<file path="config.mk">
export PLATFORM = sky130hd
export DESIGN_NAME = stop_and_wait_arq_endpoint_core
export DESIGN_NICKNAME = d
export VERILOG_FILES = /design/src/hdl/sawarq_pkg.sv /design/src/hdl/stop_and_wait_arq_endpoint_core.sv /design/src/hdl/sawarq_front.sv /design/src/hdl/sawarq_back.sv /design/src/hdl/sawarq_out.sv
export VERILOG_INCLUDE_DIRS = /design/src /design/src/hdl
export SDC_FILE = /design/constraint.sdc
export NUM_CORES = 1
export LEC_CHECK = 0
export BUFFER_PORTS_ARGS = -buffer_cell sky130_fd_sc_hd__buf_2
export CAP_MARGIN = 20
export CORE_AREA = 2 2 264 266
export CTS_CLUSTER_DIAMETER = 40
export DETAILED_ROUTE_END_ITERATION = 7
export DIE_AREA = 0 0 266 268
export GPL_TIMING_DRIVEN = 0
export PLACE_DENSITY_LB_ADDON = 0.12
export SYNTH_ARGS = -nofsm -noshare
export SYNTH_HDL_FRONTEND = slang
export SYNTH_SLANG_ARGS = --single-unit
</file>
<file path="constraint.sdc">
create_clock -name clk -period 9.45 [get_ports clk]
set_input_delay 1.4175 -clock clk [delete_from_list [all_inputs] [get_ports clk]]
set_output_delay 1.4175 -clock clk [all_outputs]
set_load 0.05 [all_outputs]
</file>
<file path="src/hdl/stop_and_wait_arq_endpoint_core_defines.svh">
// assertion helpers shared by sawarq_back and sawarq_out
`ifndef STOP_AND_WAIT_ARQ_ENDPOINT_CORE_DEFINES_SVH
`define STOP_AND_WAIT_ARQ_ENDPOINT_CORE_DEFINES_SVH

// property checked on every rising clock edge outside reset
`define SAWARQ_ASSERT(lbl, prop, msg) \
	lbl: assert property (@(posedge clk) disable iff (!arst_n) (prop)) else $error(msg);

// condition that must never hold outside reset
`define SAWARQ_NEVER(lbl, cond, msg) \
	lbl: assert property (@(posedge clk) disable iff (!arst_n) !(cond)) else $error(msg);

`endif

</file>
<file path="src/hdl/sawarq_pkg.sv">
`default_nettype none
package sawarq_pkg;

	// sizes
	localparam int QUEUE_DEPTH  = 8;
	localparam int PAYLOAD_BITS = 16;
	localparam int SEQ_W        = 8;
	localparam int TIME_W       = 16;
	localparam int QPTR_W       = (QUEUE_DEPTH > 1) ? $clog2(QUEUE_DEPTH) : 1;
	localparam int QCNT_W       = $clog2(QUEUE_DEPTH + 1);
	localparam int RUN_LIMIT    = 32;
	localparam int RUN_W        = $clog2(RUN_LIMIT + 1);
	localparam int MAX_RES      = 3;
	localparam int RES_N_W      = 2;
	localparam int OPQ_DEPTH    = 2;
	localparam int OUTQ_DEPTH   = 2;

	localparam logic [TIME_W-1:0] RETRY_RESET = TIME_W'(100);

	// input item kinds
	localparam logic [1:0] KIND_TICK    = 2'd0;
	localparam logic [1:0] KIND_FRAME   = 2'd1;
	localparam logic [1:0] KIND_ENQUEUE = 2'd2;

	// classified operations
	localparam logic [1:0] OP_TICK = 2'd0;
	localparam logic [1:0] OP_ACK  = 2'd1;
	localparam logic [1:0] OP_DATA = 2'd2;
	localparam logic [1:0] OP_ENQ  = 2'd3;

	// result kinds
	localparam logic [2:0] RK_SEND     = 3'd0;
	localparam logic [2:0] RK_ACK      = 3'd1;
	localparam logic [2:0] RK_DELIVER  = 3'd2;
	localparam logic [2:0] RK_VALID    = 3'd3;
	localparam logic [2:0] RK_INVALID  = 3'd4;
	localparam logic [2:0] RK_ENQUEUED = 3'd5;
	localparam logic [2:0] RK_FULL     = 3'd6;

	typedef struct packed {
		logic [1:0]              code;
		logic [TIME_W-1:0]       elapsed;
		logic [SEQ_W-1:0]        seq;
		logic [PAYLOAD_BITS-1:0] payload;
		logic                    app_accepts;
	} op_t;

	typedef struct packed {
		logic [2:0]              kind;
		logic [SEQ_W-1:0]        seq;
		logic [PAYLOAD_BITS-1:0] payload;
	} res_t;

	// all results of one item, n = 0 means none
	typedef struct packed {
		logic [RES_N_W-1:0]      n;
		res_t [MAX_RES-1:0]      res;
	} bundle_t;

	typedef struct packed {
		res_t res;
		logic last;
	} out_word_t;

endpackage
`default_nettype wire

</file>
<file path="src/hdl/stop_and_wait_arq_endpoint_core.sv">
`default_nettype none
// Stop-and-wait ARQ endpoint. Input words (tick, received frame, enqueue) are pushed
// into a two-entry queue, classified, and carried out by the link engine one per cycle
// unless the result side is still busy; their results (up to three each) leave through
// a two-entry result queue, one per cycle while pop is held, with last_result marking
// the final result of each input word. A word's results share the single result port.
// A tick that gives no result (counting down, or no message held) still goes through
// the engine; kind 3 is dropped on input. The outgoing message queue holds eight messages.
// retry_interval (reset 100) must be written by the user through cfg_valid/cfg_data
// only while no word is in flight; the block does not enforce this. cfg_ready is always high.
module stop_and_wait_arq_endpoint_core
	import sawarq_pkg::*;
(
	input  wire logic                    clk,
	input  wire logic                    arst_n,
	input  wire logic                    push,
	output logic                         full,
	input  wire logic [1:0]              kind,
	input  wire logic [TIME_W-1:0]       elapsed,
	input  wire logic                    frame_is_ack,
	input  wire logic [SEQ_W-1:0]        frame_seq,
	input  wire logic [PAYLOAD_BITS-1:0] payload,
	input  wire logic                    app_accepts,
	output logic                         empty,
	input  wire logic                    pop,
	output logic [2:0]                   result_kind,
	output logic [SEQ_W-1:0]             result_seq,
	output logic [PAYLOAD_BITS-1:0]      result_payload,
	output logic                         last_result,
	input  wire logic                    cfg_valid,
	output logic                         cfg_ready,
	input  wire logic [TIME_W-1:0]       cfg_data
);

	logic      op_valid;
	op_t       op;
	logic      op_take;
	logic      bundle_ready;
	bundle_t   bundle;
	out_word_t head;

	assign cfg_ready = 1'b1;

	// input side
	sawarq_front u_front (
		.clk          (clk),
		.arst_n       (arst_n),
		.push         (push),
		.full         (full),
		.kind         (kind),
		.elapsed      (elapsed),
		.frame_is_ack (frame_is_ack),
		.frame_seq    (frame_seq),
		.payload      (payload),
		.app_accepts  (app_accepts),
		.op_valid     (op_valid),
		.op           (op),
		.op_take      (op_take)
	);

	// link engine
	sawarq_back u_back (
		.clk          (clk),
		.arst_n       (arst_n),
		.cfg_valid    (cfg_valid),
		.cfg_data     (cfg_data),
		.op_valid     (op_valid),
		.op           (op),
		.op_take      (op_take),
		.bundle_ready (bundle_ready),
		.bundle       (bundle)
	);

	// result side
	sawarq_out u_out (
		.clk          (clk),
		.arst_n       (arst_n),
		.bundle       (bundle),
		.bundle_ready (bundle_ready),
		.empty        (empty),
		.pop          (pop),
		.head         (head)
	);

	assign result_kind    = head.res.kind;
	assign result_seq     = head.res.seq;
	assign result_payload = head.res.payload;
	assign last_result    = head.last;

endmodule
`default_nettype wire

</file>
<file path="src/hdl/sawarq_front.sv">
`default_nettype none
module sawarq_front
	import sawarq_pkg::*;
(
	input  wire logic                    clk,
	input  wire logic                    arst_n,
	input  wire logic                    push,
	output logic                         full,
	input  wire logic [1:0]              kind,
	input  wire logic [TIME_W-1:0]       elapsed,
	input  wire logic                    frame_is_ack,
	input  wire logic [SEQ_W-1:0]        frame_seq,
	input  wire logic [PAYLOAD_BITS-1:0] payload,
	input  wire logic                    app_accepts,
	output logic                         op_valid,
	output op_t                          op,
	input  wire logic                    op_take
);

	op_t        opq_q [OPQ_DEPTH];
	logic       wr_q;
	logic       rd_q;
	logic [1:0] cnt_q;
	logic       keep;
	logic       wr_en;
	op_t        op_in;

	// classify the incoming word, unused kind is dropped
	always_comb begin
		op_in.elapsed     = elapsed;
		op_in.seq         = frame_seq;
		op_in.payload     = payload;
		op_in.app_accepts = app_accepts;
		op_in.code        = OP_TICK;
		keep              = 1'b1;
		unique case (kind)
			KIND_TICK:    op_in.code = OP_TICK;
			KIND_FRAME:   op_in.code = frame_is_ack ? OP_ACK : OP_DATA;
			KIND_ENQUEUE: op_in.code = OP_ENQ;
			default:      keep = 1'b0;
		endcase
	end

	assign full     = (cnt_q == 2'(OPQ_DEPTH));
	assign wr_en    = push && !full && keep;
	assign op_valid = (cnt_q != 2'd0);
	assign op       = opq_q[rd_q];

	// operation queue pointers
	always_ff @(posedge clk or negedge arst_n) begin
		if (!arst_n) begin
			wr_q  <= 1'b0;
			rd_q  <= 1'b0;
			cnt_q <= 2'd0;
		end else begin
			if (wr_en) wr_q <= ~wr_q;
			if (op_take) rd_q <= ~rd_q;
			cnt_q <= cnt_q + 2'(wr_en) - 2'(op_take);
		end
	end

	// operation queue storage
	always_ff @(posedge clk) begin
		if (wr_en) opq_q[wr_q] <= op_in;
	end

endmodule
`default_nettype wire

</file>
<file path="src/hdl/sawarq_back.sv">
`default_nettype none
`include "stop_and_wait_arq_endpoint_core_defines.svh"
module sawarq_back
	import sawarq_pkg::*;
(
	input  wire logic              clk,
	input  wire logic              arst_n,
	input  wire logic              cfg_valid,
	input  wire logic [TIME_W-1:0] cfg_data,
	input  wire logic              op_valid,
	input  wire op_t               op,
	output logic                   op_take,
	input  wire logic              bundle_ready,
	output bundle_t                bundle
);

	logic [SEQ_W-1:0]        qseq_q [QUEUE_DEPTH];
	logic [PAYLOAD_BITS-1:0] qpl_q  [QUEUE_DEPTH];
	logic [QPTR_W-1:0]       head_q;
	logic [QCNT_W-1:0]       count_q;
	logic [SEQ_W-1:0]        next_seq_q;
	logic                    ack_vld_q;
	logic [SEQ_W-1:0]        ack_seq_q;
	logic                    hnd_vld_q;
	logic [SEQ_W-1:0]        hnd_seq_q;
	logic [TIME_W-1:0]       countdown_q;
	logic [TIME_W-1:0]       retry_q;
	logic [RUN_W-1:0]        run_q;

	logic [QPTR_W-1:0]       head_d;
	logic [QCNT_W-1:0]       count_d;
	logic [SEQ_W-1:0]        next_seq_d;
	logic                    ack_vld_d;
	logic [SEQ_W-1:0]        ack_seq_d;
	logic                    hnd_vld_d;
	logic [SEQ_W-1:0]        hnd_seq_d;
	logic [TIME_W-1:0]       countdown_d;
	logic [RUN_W-1:0]        run_d;
	logic [RUN_W-1:0]        run_inc;
	logic                    q_we;
	logic [QPTR_W-1:0]       tail;
	logic [QCNT_W:0]         tail_sum;
	logic [SEQ_W-1:0]        head_seq;
	logic [PAYLOAD_BITS-1:0] head_pl;
	logic [QPTR_W-1:0]       head_next;
	logic                    q_empty;

	assign op_take  = op_valid && bundle_ready;
	assign head_seq = qseq_q[head_q];
	assign head_pl  = qpl_q[head_q];
	assign q_empty  = (count_q == '0);
	assign run_inc  = run_q + 1'b1;

	// tail slot and head wrap
	always_comb begin
		tail_sum = (QCNT_W+1)'(head_q) + (QCNT_W+1)'(count_q);
		if (tail_sum >= (QCNT_W+1)'(QUEUE_DEPTH))
			tail_sum = tail_sum - (QCNT_W+1)'(QUEUE_DEPTH);
		tail = tail_sum[QPTR_W-1:0];
		head_next = (head_q == QPTR_W'(QUEUE_DEPTH - 1)) ? '0 : head_q + 1'b1;
	end

	// execute one operation
	always_comb begin
		head_d      = head_q;
		count_d     = count_q;
		next_seq_d  = next_seq_q;
		ack_vld_d   = ack_vld_q;
		ack_seq_d   = ack_seq_q;
		hnd_vld_d   = hnd_vld_q;
		hnd_seq_d   = hnd_seq_q;
		countdown_d = countdown_q;
		run_d       = run_q;
		q_we        = 1'b0;
		bundle      = '0;
		if (op_take) begin
			unique case (op.code)
				OP_TICK: begin
					if (!q_empty) begin
						if (countdown_q > op.elapsed) begin
							countdown_d = countdown_q - op.elapsed;
						end else begin
							bundle.n      = RES_N_W'(1);
							bundle.res[0] = '{kind: RK_SEND, seq: head_seq, payload: head_pl};
							countdown_d   = retry_q;
						end
					end
				end
				OP_ACK: begin
					bundle.n      = RES_N_W'(1);
					bundle.res[0] = '{kind: RK_INVALID, seq: op.seq, payload: '0};
					if (ack_vld_q && op.seq == ack_seq_q) begin
						bundle.res[0].kind = RK_VALID;
					end else if (ack_vld_q && op.seq != ack_seq_q + 1'b1) begin
						bundle.res[0].kind = RK_INVALID;
					end else if (!q_empty && head_seq == op.seq) begin
						// matching ack pops the head, next tick resends at once
						bundle.res[0].kind = RK_VALID;
						head_d      = head_next;
						count_d     = count_q - 1'b1;
						ack_vld_d   = 1'b1;
						ack_seq_d   = op.seq;
						countdown_d = '0;
					end
				end
				OP_DATA: begin
					if (hnd_vld_q && op.seq == hnd_seq_q) begin
						// duplicate, ack it again
						bundle.n      = RES_N_W'(2);
						bundle.res[0] = '{kind: RK_ACK, seq: op.seq, payload: '0};
						bundle.res[1] = '{kind: RK_VALID, seq: op.seq, payload: '0};
					end else if (hnd_vld_q && op.seq != hnd_seq_q + 1'b1 &&
						run_inc < RUN_W'(RUN_LIMIT)) begin
						run_d         = run_inc;
						bundle.n      = RES_N_W'(1);
						bundle.res[0] = '{kind: RK_INVALID, seq: op.seq, payload: '0};
					end else begin
						run_d         = '0;
						bundle.n      = op.app_accepts ? RES_N_W'(3) : RES_N_W'(2);
						bundle.res[0] = '{kind: RK_VALID, seq: op.seq, payload: '0};
						bundle.res[1] = '{kind: RK_DELIVER, seq: op.seq, payload: op.payload};
						bundle.res[2] = '{kind: RK_ACK, seq: op.seq, payload: '0};
						if (op.app_accepts) begin
							hnd_vld_d = 1'b1;
							hnd_seq_d = op.seq;
						end
					end
				end
				OP_ENQ: begin
					bundle.n = RES_N_W'(1);
					if (count_q == QCNT_W'(QUEUE_DEPTH)) begin
						bundle.res[0] = '{kind: RK_FULL, seq: next_seq_q, payload: '0};
					end else begin
						bundle.res[0] = '{kind: RK_ENQUEUED, seq: next_seq_q, payload: '0};
						q_we       = 1'b1;
						count_d    = count_q + 1'b1;
						next_seq_d = next_seq_q + 1'b1;
					end
				end
				default: ;
			endcase
		end
	end

	// link state and retry register
	always_ff @(posedge clk or negedge arst_n) begin
		if (!arst_n) begin
			head_q      <= '0;
			count_q     <= '0;
			next_seq_q  <= '0;
			ack_vld_q   <= 1'b0;
			hnd_vld_q   <= 1'b0;
			countdown_q <= '0;
			run_q       <= '0;
			retry_q     <= RETRY_RESET;
		end else begin
			head_q      <= head_d;
			count_q     <= count_d;
			next_seq_q  <= next_seq_d;
			ack_vld_q   <= ack_vld_d;
			hnd_vld_q   <= hnd_vld_d;
			countdown_q <= countdown_d;
			run_q       <= run_d;
			if (cfg_valid) retry_q <= cfg_data;
		end
	end

	// sequence numbers guarded by their valid bits, and message queue
	always_ff @(posedge clk) begin
		ack_seq_q <= ack_seq_d;
		hnd_seq_q <= hnd_seq_d;
		if (q_we) begin
			qseq_q[tail] <= next_seq_q;
			qpl_q[tail]  <= op.payload;
		end
	end

	`SAWARQ_NEVER(a_count_range, count_q > QCNT_W'(QUEUE_DEPTH), "queue count past depth")
	`SAWARQ_NEVER(a_run_range, run_q >= RUN_W'(RUN_LIMIT), "out-of-order run not cleared")
	`SAWARQ_ASSERT(a_bundle_taken, (bundle.n != '0) |-> bundle_ready, "results dropped")
	`SAWARQ_ASSERT(a_pop_clears, (op_take && op.code == OP_ACK && count_d != count_q) |=> (countdown_q == '0), "retry timer not cleared on pop")

endmodule
`default_nettype wire

</file>
<file path="src/hdl/sawarq_out.sv">
`default_nettype none
`include "stop_and_wait_arq_endpoint_core_defines.svh"
module sawarq_out
	import sawarq_pkg::*;
(
	input  wire logic    clk,
	input  wire logic    arst_n,
	input  wire bundle_t bundle,
	output logic         bundle_ready,
	output logic         empty,
	input  wire logic    pop,
	output out_word_t    head
);

	logic                 bvld_q;
	logic [RES_N_W-1:0]   bn_q;
	logic [RES_N_W-1:0]   bidx_q;
	res_t [MAX_RES-1:0]   bres_q;
	out_word_t            fifo_q [OUTQ_DEPTH];
	logic                 wr_q;
	logic                 rd_q;
	logic [1:0]           cnt_q;
	logic                 pop_now;
	logic                 room;
	logic                 push_w;
	logic                 push_last;
	logic                 load;
	out_word_t            word_in;

	assign empty        = (cnt_q == 2'd0);
	assign pop_now      = pop && !empty;
	assign room         = (cnt_q != 2'(OUTQ_DEPTH)) || pop_now;
	assign push_w       = bvld_q && room;
	assign push_last    = push_w && (bidx_q == bn_q - 1'b1);
	assign bundle_ready = !bvld_q || push_last;
	assign load         = bundle_ready && (bundle.n != '0);
	assign word_in      = '{res: bres_q[bidx_q], last: (bidx_q == bn_q - 1'b1)};
	assign head         = fifo_q[rd_q];

	// result sequencer, one word per cycle while the output queue has room
	always_ff @(posedge clk or negedge arst_n) begin
		if (!arst_n) begin
			bvld_q <= 1'b0;
			bidx_q <= '0;
			wr_q   <= 1'b0;
			rd_q   <= 1'b0;
			cnt_q  <= 2'd0;
		end else begin
			if (load) begin
				bvld_q <= 1'b1;
				bidx_q <= '0;
			end else if (push_last) begin
				bvld_q <= 1'b0;
			end else if (push_w) begin
				bidx_q <= bidx_q + 1'b1;
			end
			if (push_w) wr_q <= ~wr_q;
			if (pop_now) rd_q <= ~rd_q;
			cnt_q <= cnt_q + 2'(push_w) - 2'(pop_now);
		end
	end

	// bundle and output queue storage
	always_ff @(posedge clk) begin
		if (load) begin
			bn_q   <= bundle.n;
			bres_q <= bundle.res;
		end
		if (push_w) fifo_q[wr_q] <= word_in;
	end

	`SAWARQ_NEVER(a_fifo_range, cnt_q > 2'(OUTQ_DEPTH), "output queue overflow")
	`SAWARQ_ASSERT(a_idx_range, bvld_q |-> (bidx_q < bn_q), "result index past bundle")
	`SAWARQ_ASSERT(a_no_overwrite, (load && bvld_q) |-> push_last, "bundle overwritten early")

endmodule
`default_nettype wire

</file>
==> run summary <==
The max-slew violation count was 0. Routability-driven placement finished with a final weighted congestion of 0.752. The class of the most critical hold timing path was reg2reg. The shortest period the worst path allows came out at 6.00 ns.

The die is 268 um tall. At the end of the flow, the number of nets in the layout was 1588. Of the cells placed in the final design, the portion with a size suffix greater than 1 is 27.1%. The tools report the via count of the first global-routing pass as 11900. TritonCTS built the clock tree.

The critical path is of the reg2reg type. The number of cell instances on the worst register-to-register path came out at 15. Clock-pin slew was measured on the worst setup and hold paths at 0.05 ns. After layout, the worst path uses 63.5% of the clock period. The tools report the count of buffers added by post-CTS timing repair for setup as 0. The cell area that synthesis handed to floorplanning was 0.0204 mm2. Sequential elements use 69.0% of the synthesized area.

Derived from the worst setup path, the maximum achievable clock frequency is 167 MHz. After global routing the overflow that remains totals 0. The run gives 0 as the diode insertion count for antenna repair. The worst setup path is launched from a flip-flop.

The filler cells instantiated in the layout total 6466. For the arrival time of data at the critical path endpoint, the log shows 6.29 ns. The count of nets left with antenna violations once routing finished came out at 0. The run gives 0 as the post-cts repair resize count. The tree is rooted in a sky130_fd_sc_hd__clkbuf_16. Number of rows in the core area: 96. The worst vdd rail ir drop was 0.000150 V; the ratio of routed vias to standard cells was 4.59.

The clock skew after layout is 0.0178 ns, and the number of enable flip-flop cells after synthesis is 414. For this run, the number of Yosys warnings is 0. The final setup violation count was 0. The kind of end point of the critical path is a flip-flop. The routed layout has 11200 vias. The average cell area after synthesis is 16.0 um2, and the gate count of the mapped netlist is 1279. The total DRC errors in the routed layout is 0, and the placement-stage worst setup slack is 3.20 ns. The count of clock tree sinks was 480. Once the floorplan was initialized, standard cells occupied 29.9% of the core. Hold is met by 0.480 ns. The count of input and output buffers was 93. For the worst setup path, the data required time is 9.74 ns. The pin slew with the least headroom to its limit works out to 1.18 ns.

The ratio of total power to cell area works out to 352 mW/mm2. The async set-reset flop share out of synthesis is 13.8%. The H-tree was split into 3 levels. For this run, the detailed router's first-pass iteration total came to 5. The worst hold path passes through 2 cells. The tools report the normalized max-slew margin as 20.4%. The run finished with clean final reports. The all-layer global routing usage was 13.5%.

The analysis attributes to cell leakage a power of 9.08 nW. In this run the horizontal extent of the chip is 266 um. The die covers 0.0713 mm2. When the netlist entered floorplanning its net count stood at 1379. Entering global routing, the biggest net connects 57 pins. The number of clock buffers added by TritonCTS is 87. The initial antenna violation count is 1, and the number of hold violations in the final report is 0. In this run the worst path has a maximum fanout of 29. The number of hold buffers added after CTS was 0. In the post-route analysis, the smallest setup slack over all paths is 3.45 ns.

Once detailed placement completed, the half-perimeter wirelength came to 32.8 mm. The first-iteration detailed-routing DRC count was 603. For this block, the routed nets add up to 47.1 mm of wire.

Pin placement for this block handled 96 I/O pins. The clock latency reported for the late side of the worst-skew pair is 0.60 ns, and the growth of design area from synthesis to finish is 24.0%. The synthesized netlist contains 68 unique library cells. For the reported max-cap violation count, the log shows 0. After synthesis the netlist holds a flip-flop and latch count of 480.

After detailed routing, the average wire length per cell comes to 19.3 um. Setup repair after global routing left no endpoint under its margin. After floorplanning, the core was sized to cover 0.0682 mm2.

The flip-flop cell with the highest count after synthesis was sky130_fd_sc_hd__edfxtp_1. The first global-routing pass estimated 72.6 mm of wire. Maximum buffer depth of the clock tree: 3.
## cell type report
cell class	count	area (um2)	share of cell area, %
Clock inverter	55	571	2.26
Buffer	49	225	0.890
Tap cell	882	1100	4.36
Timing Repair Buffer	120	830	3.28
Clock buffer	106	2310	9.13
Sequential cell	480	14100	55.7
Multi-Input combinational cell	716	6040	23.9
Inverter	34	128	0.504
## cell families (layout without fill, tap and decap cells)
group                      count (synthesis)  in the layout  share of synthesized area (%)
muxes                                    203            203                           13.2
other                                      1              1                         0.0184
buffers and inverters                     83            364                           1.73
and+or+nand+nor                          273            273                           6.56
xor gates and xnor gates                  66             66                           2.83
DFF                                      480            480                           69.0
adders and majority gates                 35             35                           2.26
AOI/OAI and AO/OA                        138            138                           4.40
## synth_stat cells (all sizes together) (2+ instances only)
cell type	number	area, um2
a32oi	2	17.5
a31oi	5	37.5
nor3b	3	22.5
o211ai	2	15.0
fa	3	60.1
a21oi	32	164
dfrtp	63	1580
xor2	22	193
a21o	7	52.6
nand2b	12	75.1
or2	3	18.8
and4	2	17.5
nor3	18	90.1
and2	2	12.5
a211oi	2	15.0
nand2	57	214
nand3	18	90.1
o21a	6	45.0
o22ai	12	75.1
edfxtp	414	12400
clkbuf	25	93.8
mux4	40	901
and3	9	56.3
o31a	2	17.5
nor2b	27	169
mux2i	89	952
buf	24	131
or3	3	18.8
ha	32	400
nor2	95	357
o32ai	4	35.0
nand4	12	75.1
mux2	74	833
nor4b	3	47.5
a22o	6	52.6
xnor2	44	385
o31ai	5	37.5
dfstp	3	78.8
o21ai	41	205
nor4	7	58.8
inv	34	128
## power by group
part	leakage, nW	switching, mW	internal [mW]	total (mW)
sequential	4.68	0.176	3.04	3.22
combinational	3.02	1.75	0.896	2.65
clock	1.38	1.06	1.97	3.03
total	9.08	2.99	5.90	8.89
## metal layers
layer | global-route usage, % | share of wire [%] | vias up
met2 | 21.8 | 47 | 232
met3 | 2.66 | 4.5 | 65
met1 | 18.3 | 47 | 5569
met5 | 0 | 0 | -
met4 | 4.74 | 2.0 | 0
li1 | - | - | 5344
## metrics by stage
stage	area (um2)	instances	total power, mW	utilization [%]	setup TNS [ns]
floorplan	20400	1279	5.14	-	0
global placement	22000	2254	5.91	32.2	-55.09
detailed placement	22400	2280	5.97	32.8	0
CTS	25300	2441	9.05	37.1	0
global route	25300	2442	9.42	37.1	0
finish	25300	2442	8.89	37.1	0
## sequential cells by signal, summed over array words and instances (netlist names), 4 cells and up
register,flops
u_back.ack_seq_q,8
u_back.count_q,4
u_back.countdown_q,16
u_back.hnd_seq_q,8
u_back.next_seq_q,8
u_back.qpl_q,128
u_back.qseq_q,64
u_back.retry_q,16
u_back.run_q,6
u_front.opq_q,86
u_out.bres_q,62
u_out.fifo_q,56
## critical path, stage by stage (launching register included)
cell                       delay (ns)
sky130_fd_sc_hd__dfrtp_1         0.33
sky130_fd_sc_hd__buf_6           0.21
sky130_fd_sc_hd__buf_1           0.69
sky130_fd_sc_hd__clkbuf_1        0.65
sky130_fd_sc_hd__clkbuf_1        0.73
sky130_fd_sc_hd__mux2i_1         0.21
sky130_fd_sc_hd__ha_1            0.32
sky130_fd_sc_hd__clkbuf_1        0.25
sky130_fd_sc_hd__and3_1          0.20
sky130_fd_sc_hd__nand4_1         0.09
sky130_fd_sc_hd__or4_1           0.52
sky130_fd_sc_hd__o21ai_0         0.17
sky130_fd_sc_hd__nand2_1         0.19
sky130_fd_sc_hd__a31oi_4         0.61
sky130_fd_sc_hd__buf_12          0.27
sky130_fd_sc_hd__buf_12          0.21
## path summary, 6_finish.rpt
check	startpoint	end	slack (ns)
setup / recovery	u_front.rd_q	u_out.bres_q[38]	3.45
hold / removal	u_back.countdown_q[0]	u_back.countdown_q[0]	0.48
setup reg to reg	u_front.rd_q	u_out.bres_q[38]	3.45
hold reg to reg	u_back.countdown_q[0]	u_back.countdown_q[0]	0.48
max in group asynchronous	arst_n	u_back.hnd_vld_q	8.13
min in group asynchronous	arst_n	u_back.head_q[1]	0.70
## placed cells by master, fill, tap and decap left out, types with 40 or more instances in the layout
cell                        instances
sky130_fd_sc_hd__dfrtp_1           63
sky130_fd_sc_hd__clkbuf_1          40
sky130_fd_sc_hd__mux2_2            74
sky130_fd_sc_hd__mux2i_1           82
sky130_fd_sc_hd__clkbuf_16         89
sky130_fd_sc_hd__mux4_2            40
sky130_fd_sc_hd__xnor2_1           44
sky130_fd_sc_hd__nor2_1            92
sky130_fd_sc_hd__nand2_1           57
sky130_fd_sc_hd__edfxtp_1         414
sky130_fd_sc_hd__buf_2            101
(Power assumes the default switching activity.)
